==> config.mk <==
export PLATFORM = sky130hd
export DESIGN_NAME = int_to_decimal_with_commas_unit
export DESIGN_NICKNAME = d
export VERILOG_FILES = /design/src/rtl/itdc_pkg.sv /design/src/rtl/int_to_decimal_with_commas_unit.sv /design/src/rtl/itdc_dabble.sv
export SDC_FILE = /design/constraint.sdc
export NUM_CORES = 1
export LEC_CHECK = 0
export ABC_AREA = 1
export BUFFER_PORTS_ARGS = -buffer_cell sky130_fd_sc_hd__buf_2
export CAP_MARGIN = 20
export CORE_MARGIN = 1.5
export CORE_UTILIZATION = 62
export CTS_BUF_LIST = sky130_fd_sc_hd__clkbuf_8 sky130_fd_sc_hd__clkbuf_16
export CTS_CLUSTER_DIAMETER = 200
export DETAILED_ROUTE_END_ITERATION = 8
export GPL_TIMING_DRIVEN = 1
export PLACE_DENSITY = 0.81
export SETUP_SLACK_MARGIN = 0.2
export SLEW_MARGIN = 30
export SYNTH_ARGS = -nofsm -noshare
export SYNTH_HDL_FRONTEND = slang
export SYNTH_HIERARCHICAL = 1
export SYNTH_SLANG_ARGS = --single-unit
==> constraint.sdc <==
create_clock -name clk -period 4.8 [get_ports clk]
set_clock_uncertainty 0.05 [all_clocks]
set_input_delay 0.96 -clock clk [delete_from_list [all_inputs] [get_ports clk]]
set_output_delay 0.96 -clock clk [all_outputs]
set_load 0.05 [all_outputs]
==> src/rtl/itdc_pkg.sv <==
// Shared constants for the integer-to-decimal-with-commas unit.
package itdc_pkg;

	localparam int ITDC_VALUE_BITS = 64;
	localparam int BCD_W           = 4;
	localparam int GROUP_SIZE      = 3;

	localparam logic [6:0] CHAR_ZERO  = 7'h30;
	localparam logic [6:0] CHAR_COMMA = 7'h2c;
	localparam logic [6:0] CHAR_MINUS = 7'h2d;

endpackage

==> src/rtl/int_to_decimal_with_commas_unit.sv <==
// Top level: signed integer to ASCII decimal text with thousands separators.
//
//  channel   signals                 direction  notes
//  -------   ---------------------   ---------  ------------------------------------
//  command   start, value[63:0]      in         taken when start & !busy
//  status    busy                    out        high from accept to last char queued
//  result    strobe, char_code, last out        one char per strobe, no back-pressure
//
// Sequence: one shift-add-3 conversion step per input bit, then a minus sign
// for a negative value, then one slot per digit position (leading zeros are
// skipped one per cycle) with commas between groups of three. Busy drops
// while the last char is shown, so the next transaction can be taken then.
// Reset clears the sequencer and the result strobe; data registers are not reset.
// The receiver cannot stall: each character is shown for exactly one cycle.
module int_to_decimal_with_commas_unit import itdc_pkg::*; #(
	parameter int VALUE_BITS = ITDC_VALUE_BITS
) (
	input  logic        clk,
	input  logic        arst_n,
	input  logic        start,
	output logic        busy,
	input  logic [63:0] value,
	output logic        strobe,
	output logic [6:0]  char_code,
	output logic        last
);

	// enough digits for 2^(VALUE_BITS-1): log10(2) < 0.31
	localparam int NDIG     = (VALUE_BITS * 31) / 100 + 1;
	localparam int BCD_BITS = NDIG * BCD_W;
	localparam int IDX_W    = $clog2(NDIG);
	localparam int CNT_W    = $clog2(VALUE_BITS);
	localparam logic [1:0] GRP_INIT = 2'((NDIG - 1) % GROUP_SIZE);

	typedef enum logic [4:0] {
		ST_IDLE  = 5'b00001,
		ST_CONV  = 5'b00010,
		ST_SIGN  = 5'b00100,
		ST_DIGIT = 5'b01000,
		ST_COMMA = 5'b10000
	} state_t;

	state_t                state_q;
	logic [VALUE_BITS-1:0] mag_q;
	logic                  neg_q;
	logic [BCD_BITS-1:0]   bcd_q;
	logic [CNT_W-1:0]      bit_cnt_q;
	logic [IDX_W-1:0]      idx_q;     // decimal position of the digit at the top
	logic [1:0]            grp_q;     // idx_q mod 3
	logic                  lead_q;    // still in leading zeros
	logic                  strobe_q;
	logic [6:0]            char_q;
	logic                  last_q;

	logic [VALUE_BITS-1:0] in_v;
	logic [BCD_BITS-1:0]   bcd_next;
	logic [BCD_W-1:0]      top_dig;
	logic                  idx_zero;
	logic                  skip;

	assign in_v     = value[VALUE_BITS-1:0];
	assign top_dig  = bcd_q[BCD_BITS-1 -: BCD_W];
	assign idx_zero = (idx_q == '0);
	assign skip     = lead_q && (top_dig == '0) && !idx_zero;

	// shared conversion step, used once per magnitude bit
	itdc_dabble #(.NDIG(NDIG)) u_dabble (
		.bcd_in  (bcd_q),
		.bit_in  (mag_q[VALUE_BITS-1]),
		.bcd_out (bcd_next)
	);

	always_ff @(posedge clk or negedge arst_n) begin
		if (!arst_n) begin
			state_q  <= ST_IDLE;
			strobe_q <= 1'b0;
		end else begin
			strobe_q <= 1'b0;
			unique case (state_q)
				ST_IDLE: begin
					if (start) begin
						state_q <= ST_CONV;
					end
				end
				ST_CONV: begin
					if (bit_cnt_q == CNT_W'(VALUE_BITS - 1)) begin
						state_q <= neg_q ? ST_SIGN : ST_DIGIT;
					end
				end
				ST_SIGN: begin
					strobe_q <= 1'b1;
					state_q  <= ST_DIGIT;
				end
				ST_DIGIT: begin
					if (!skip) begin
						strobe_q <= 1'b1;
						if (idx_zero) begin
							state_q <= ST_IDLE;
						end else if (grp_q == 2'd0) begin
							state_q <= ST_COMMA;
						end
					end
				end
				ST_COMMA: begin
					strobe_q <= 1'b1;
					state_q  <= ST_DIGIT;
				end
				default: state_q <= ST_IDLE;
			endcase
		end
	end

	// datapath: magnitude, BCD shifter, position counters, result regs
	always_ff @(posedge clk) begin
		unique case (state_q)
			ST_IDLE: begin
				neg_q     <= in_v[VALUE_BITS-1];
				// most negative value wraps to its own unsigned magnitude
				mag_q     <= in_v[VALUE_BITS-1] ? (~in_v + 1'b1) : in_v;
				bcd_q     <= '0;
				bit_cnt_q <= '0;
			end
			ST_CONV: begin
				bcd_q     <= bcd_next;
				mag_q     <= {mag_q[VALUE_BITS-2:0], 1'b0};
				bit_cnt_q <= bit_cnt_q + 1'b1;
				idx_q     <= IDX_W'(NDIG - 1);
				grp_q     <= GRP_INIT;
				lead_q    <= 1'b1;
			end
			ST_SIGN: begin
				char_q <= CHAR_MINUS;
				last_q <= 1'b0;
			end
			ST_DIGIT: begin
				if (!skip) begin
					char_q <= CHAR_ZERO + {3'b000, top_dig};
					last_q <= idx_zero;
					lead_q <= 1'b0;
				end
				if (!idx_zero) begin
					bcd_q <= {bcd_q[BCD_BITS-BCD_W-1:0], {BCD_W{1'b0}}};
					idx_q <= idx_q - 1'b1;
					grp_q <= (grp_q == 2'd0) ? 2'(GROUP_SIZE - 1) : grp_q - 1'b1;
				end
			end
			ST_COMMA: begin
				char_q <= CHAR_COMMA;
				last_q <= 1'b0;
			end
			default: ;
		endcase
	end

	assign busy      = (state_q != ST_IDLE);
	assign strobe    = strobe_q;
	assign char_code = char_q;
	assign last      = last_q;

endmodule

==> src/rtl/itdc_dabble.sv <==
// One shift-add-3 step of the binary-to-BCD converter.
module itdc_dabble import itdc_pkg::*; #(
	parameter int NDIG = 20
) (
	input  logic [NDIG*BCD_W-1:0] bcd_in,
	input  logic                  bit_in,
	output logic [NDIG*BCD_W-1:0] bcd_out
);

	logic [NDIG*BCD_W-1:0] adj;

	always_comb begin
		for (int i = 0; i < NDIG; i++) begin
			if (bcd_in[i*BCD_W +: BCD_W] >= BCD_W'(5)) begin
				adj[i*BCD_W +: BCD_W] = bcd_in[i*BCD_W +: BCD_W] + BCD_W'(3);
			end else begin
				adj[i*BCD_W +: BCD_W] = bcd_in[i*BCD_W +: BCD_W];
			end
		end
	end

	// top bit falls off: digit count is sized so it is always zero
	assign bcd_out = {adj[NDIG*BCD_W-2:0], bit_in};

endmodule

==> run_results.csv <==
group,metric,value,unit
sta,grt_setup_unrepaired,"false",
finish,nFillCells,1499,
synthesis,synthDistinctLibCells,45,
setup_path,cp_data_required_time,3.79,ns
drt,route.detailed.drc,0,
global_route,grt_util_all_layers,0.269,
setup_path,path_max_fanout,5,
drt,num_vias,9859,
global_route,grt_pass1_wl,42900,um
clock_network,hold_buffers,0,
status,status,"finished clean",
sta,whs,0.290,ns
drt,dr.first_iter.drc_count,754,
finish,antenna_cells,0,
sta,period_share,0.614,
clock_network,cts_buffers,17,
synthesis,syn_area_per_cell,8.06,sq um
finish,register_area,0.00511,sq mm
drt,wl_per_cell,14.7,um
setup_path,path_class,"reg2out",
pwr,ir_drop,0.376,mV
clock_network,insertion_delay,0.43,ns
clock_network,clkTransAtPathRegs,0.07,ns
finish,drive_above_1_share,0.150,
sta,min_period,2.95,ns
flow_run,maxCapViolCount,0,
setup_path,crit_path_start,"state_q[3]",
die,die_area,0.0196,sq mm
clock_network,cts_tree,"yes",
placement,io_buffers,74,
pwr,cellPowerDensity,633,mW/mm^2
setup_path,r2r-start,"state_q[1]",
sta,max_freq,340,MHz
synthesis,async_reset_ff_frac,0.0351,
finish,nNetsFinal,1615,
placement,gp_congestion,0.987,
die,core,0.0182,sq mm
die,fp-row-count,49,
synthesis,synth_ff_type,"edfxtp_1",
synthesis,seq_area_frac_synth,0.439,
clock_network,clkSinkCount,171,
worst_hold_path,hold_class,"in2async",
synthesis,synthesis.area,0.0116,sq mm
setup_path,critPathLaunchType,"register",
setup_path,crit_chain,"nor2_2 > nand2_1 > nor3_1 > inv_1 > buf_2",
placement,post-dp-hpwl,18000,um
setup_path,crit_buf_inv,2,
global_route,grt-ovfl-total,0,
synthesis,synth_fp_nets,1557,
finish,multi_input_area,0.00572,sq mm
global_route,grt_pass1_vias,9176,
clock_network,root_buffer,"clkbuf_16",
sta,setup_tns,0,ns
drt,wirelength,25600,um
pwr,leakagePower,5.52,nW
sta,tightest_slew,0.899,ns
synthesis,synthCells,1444,
global_route,antenna_found_initial,0,
drt,viasPerCell,5.65,
clock_network,post-cts-setup-buffers,0,
drt,ant_nets,0,
finish,area_growth,9.18,%
clock_network,cts_resized,0,
synthesis,ys_ff_latch,171,
sta,max_slew_margin,0.401,
pwr,total_power,8.04,mW
setup_path,cp-end-kind,"primary output",
setup_path,cp_slowest_cell,"dfrtp_1",
sta,setup_viol,0,
sta,drv_slew,0,
setup_path,critPathArrivalTime,1.94,ns
sta,finalHoldViolCount,0,
synthesis,yosys_warnings,6,
setup_path,path_delay_family,"simple AND/OR/NAND/NOR gates",
global_route,grt_max_degree,102,
setup_path,cpPeakStageDelay,0.42,ns
clock_network,cts_buffer_depth,2,
synthesis,synth_edf_count,165,
drt,dr.pass1.iters,7,
clock_network,htree_levels,4,
die,fp.dieH,140,um
die,die_w,140,um
die,boundaryPins,77,
die,start_util,0.639,
==> layer usage <==
metal | global-route usage | share of wire | vias to the layer above
met1 | 0.368 | 0.45 | 4560
met2 | 0.452 | 0.49 | 282
li1 | - | - | 4990
met3 | 0.0403 | 0.050 | 27
met4 | 0.0693 | 0.014 | 0
met5 | 0 | 0 | -
==> cell usage after synthesis, drive strengths merged, types with 2 or more instances <==
cell	n	area share
nand3b	6	0.0039
nor3	2	0.00086
o21ai	126	0.062
clkbuf	8	0.0034
clkinv	4	0.0013
ha	46	0.049
a21oi	46	0.021
xnor2	9	0.0068
o31ai	2	0.0017
a22o	76	0.057
o21a	2	0.0013
buf	35	0.017
nand3	122	0.053
inv	157	0.051
edfxtp	165	0.43
dfrtp	5	0.011
conb	2	0.00065
nand2	421	0.14
or2	6	0.0032
a31oi	4	0.0021
nand4	14	0.0081
xor2	10	0.0075
nor2	171	0.067
==> where the power goes <==
part / switching, mW / internal [mW]
clock: 0.607 / 0.724
sequential: 0.570 / 2.83
combinational: 2.26 / 1.06
==> final timing paths <==
path                                 to  slack, ns  cells after the start
setup / recovery                   busy       1.85                      5
hold / removal                   strobe       0.29                      1
setup reg to reg           char_code[1]       1.94                      6
hold reg to reg               mag_q[44]       0.47                      2
max in group asynchronous    state_q[0]       4.19                      1
min in group clk              mag_q[44]       0.47                      2
==> state kept, by name (all words and copies together), names as in the netlist <==
signal	count
neg_q	1
bcd_q	80
char_code	5
state_q	5
lead_q	1
last	1
strobe	1
bit_cnt_q	6
mag_q	64
grp_q	2
idx_q	5
==> area by class of cell <==
cell class,instances,area share
multi-input combinational,1069,0.450
inverter,161,0.0479
clock buffer,17,0.0335
clock inverter,15,0.0106
sequential,171,0.402
tap,229,0.0225
timing repair buffer,82,0.0339
==> cells by family (layout without fill, tap and decap cells) <==
kind of cell / after synthesis / in the layout / synth area share
and+or+nand+nor: 744 / 744 / 0.278
AOI/OAI and AO/OA: 258 / 258 / 0.146
buffers and inverters: 204 / 275 / 0.0723
DFF: 171 / 171 / 0.439
adders and majority gates: 46 / 46 / 0.0494
xor gates and xnor gates: 19 / 19 / 0.0143
other: 2 / 2 / 0.000645
==> through the flow <==
step            util  worst slack, ns  cell area [sq um]  cells
2_1_floorplan      -            0.901              11600   1444
3_3_place_gp   0.667             2.03              12100   1712
3_5_place_dp   0.667             1.93              12100   1712
4_1_cts        0.698             1.84              12700   1744
5_1_grt        0.698             1.65              12700   1744
6_report       0.698             1.85              12700   1744
==> cell usage in the layout (no fill, tap or decap), drive strengths merged, types with 14 or more instances in the layout <==
master	count
buf	82
nand4	14
a22o	76
clkbuf	17
a21oi	46
edfxtp	165
o21ai	126
nand3	122
nand2	421
nor2	171
ha	46
inv	164
No activity file was read; power rests on OpenSTA's default activity.
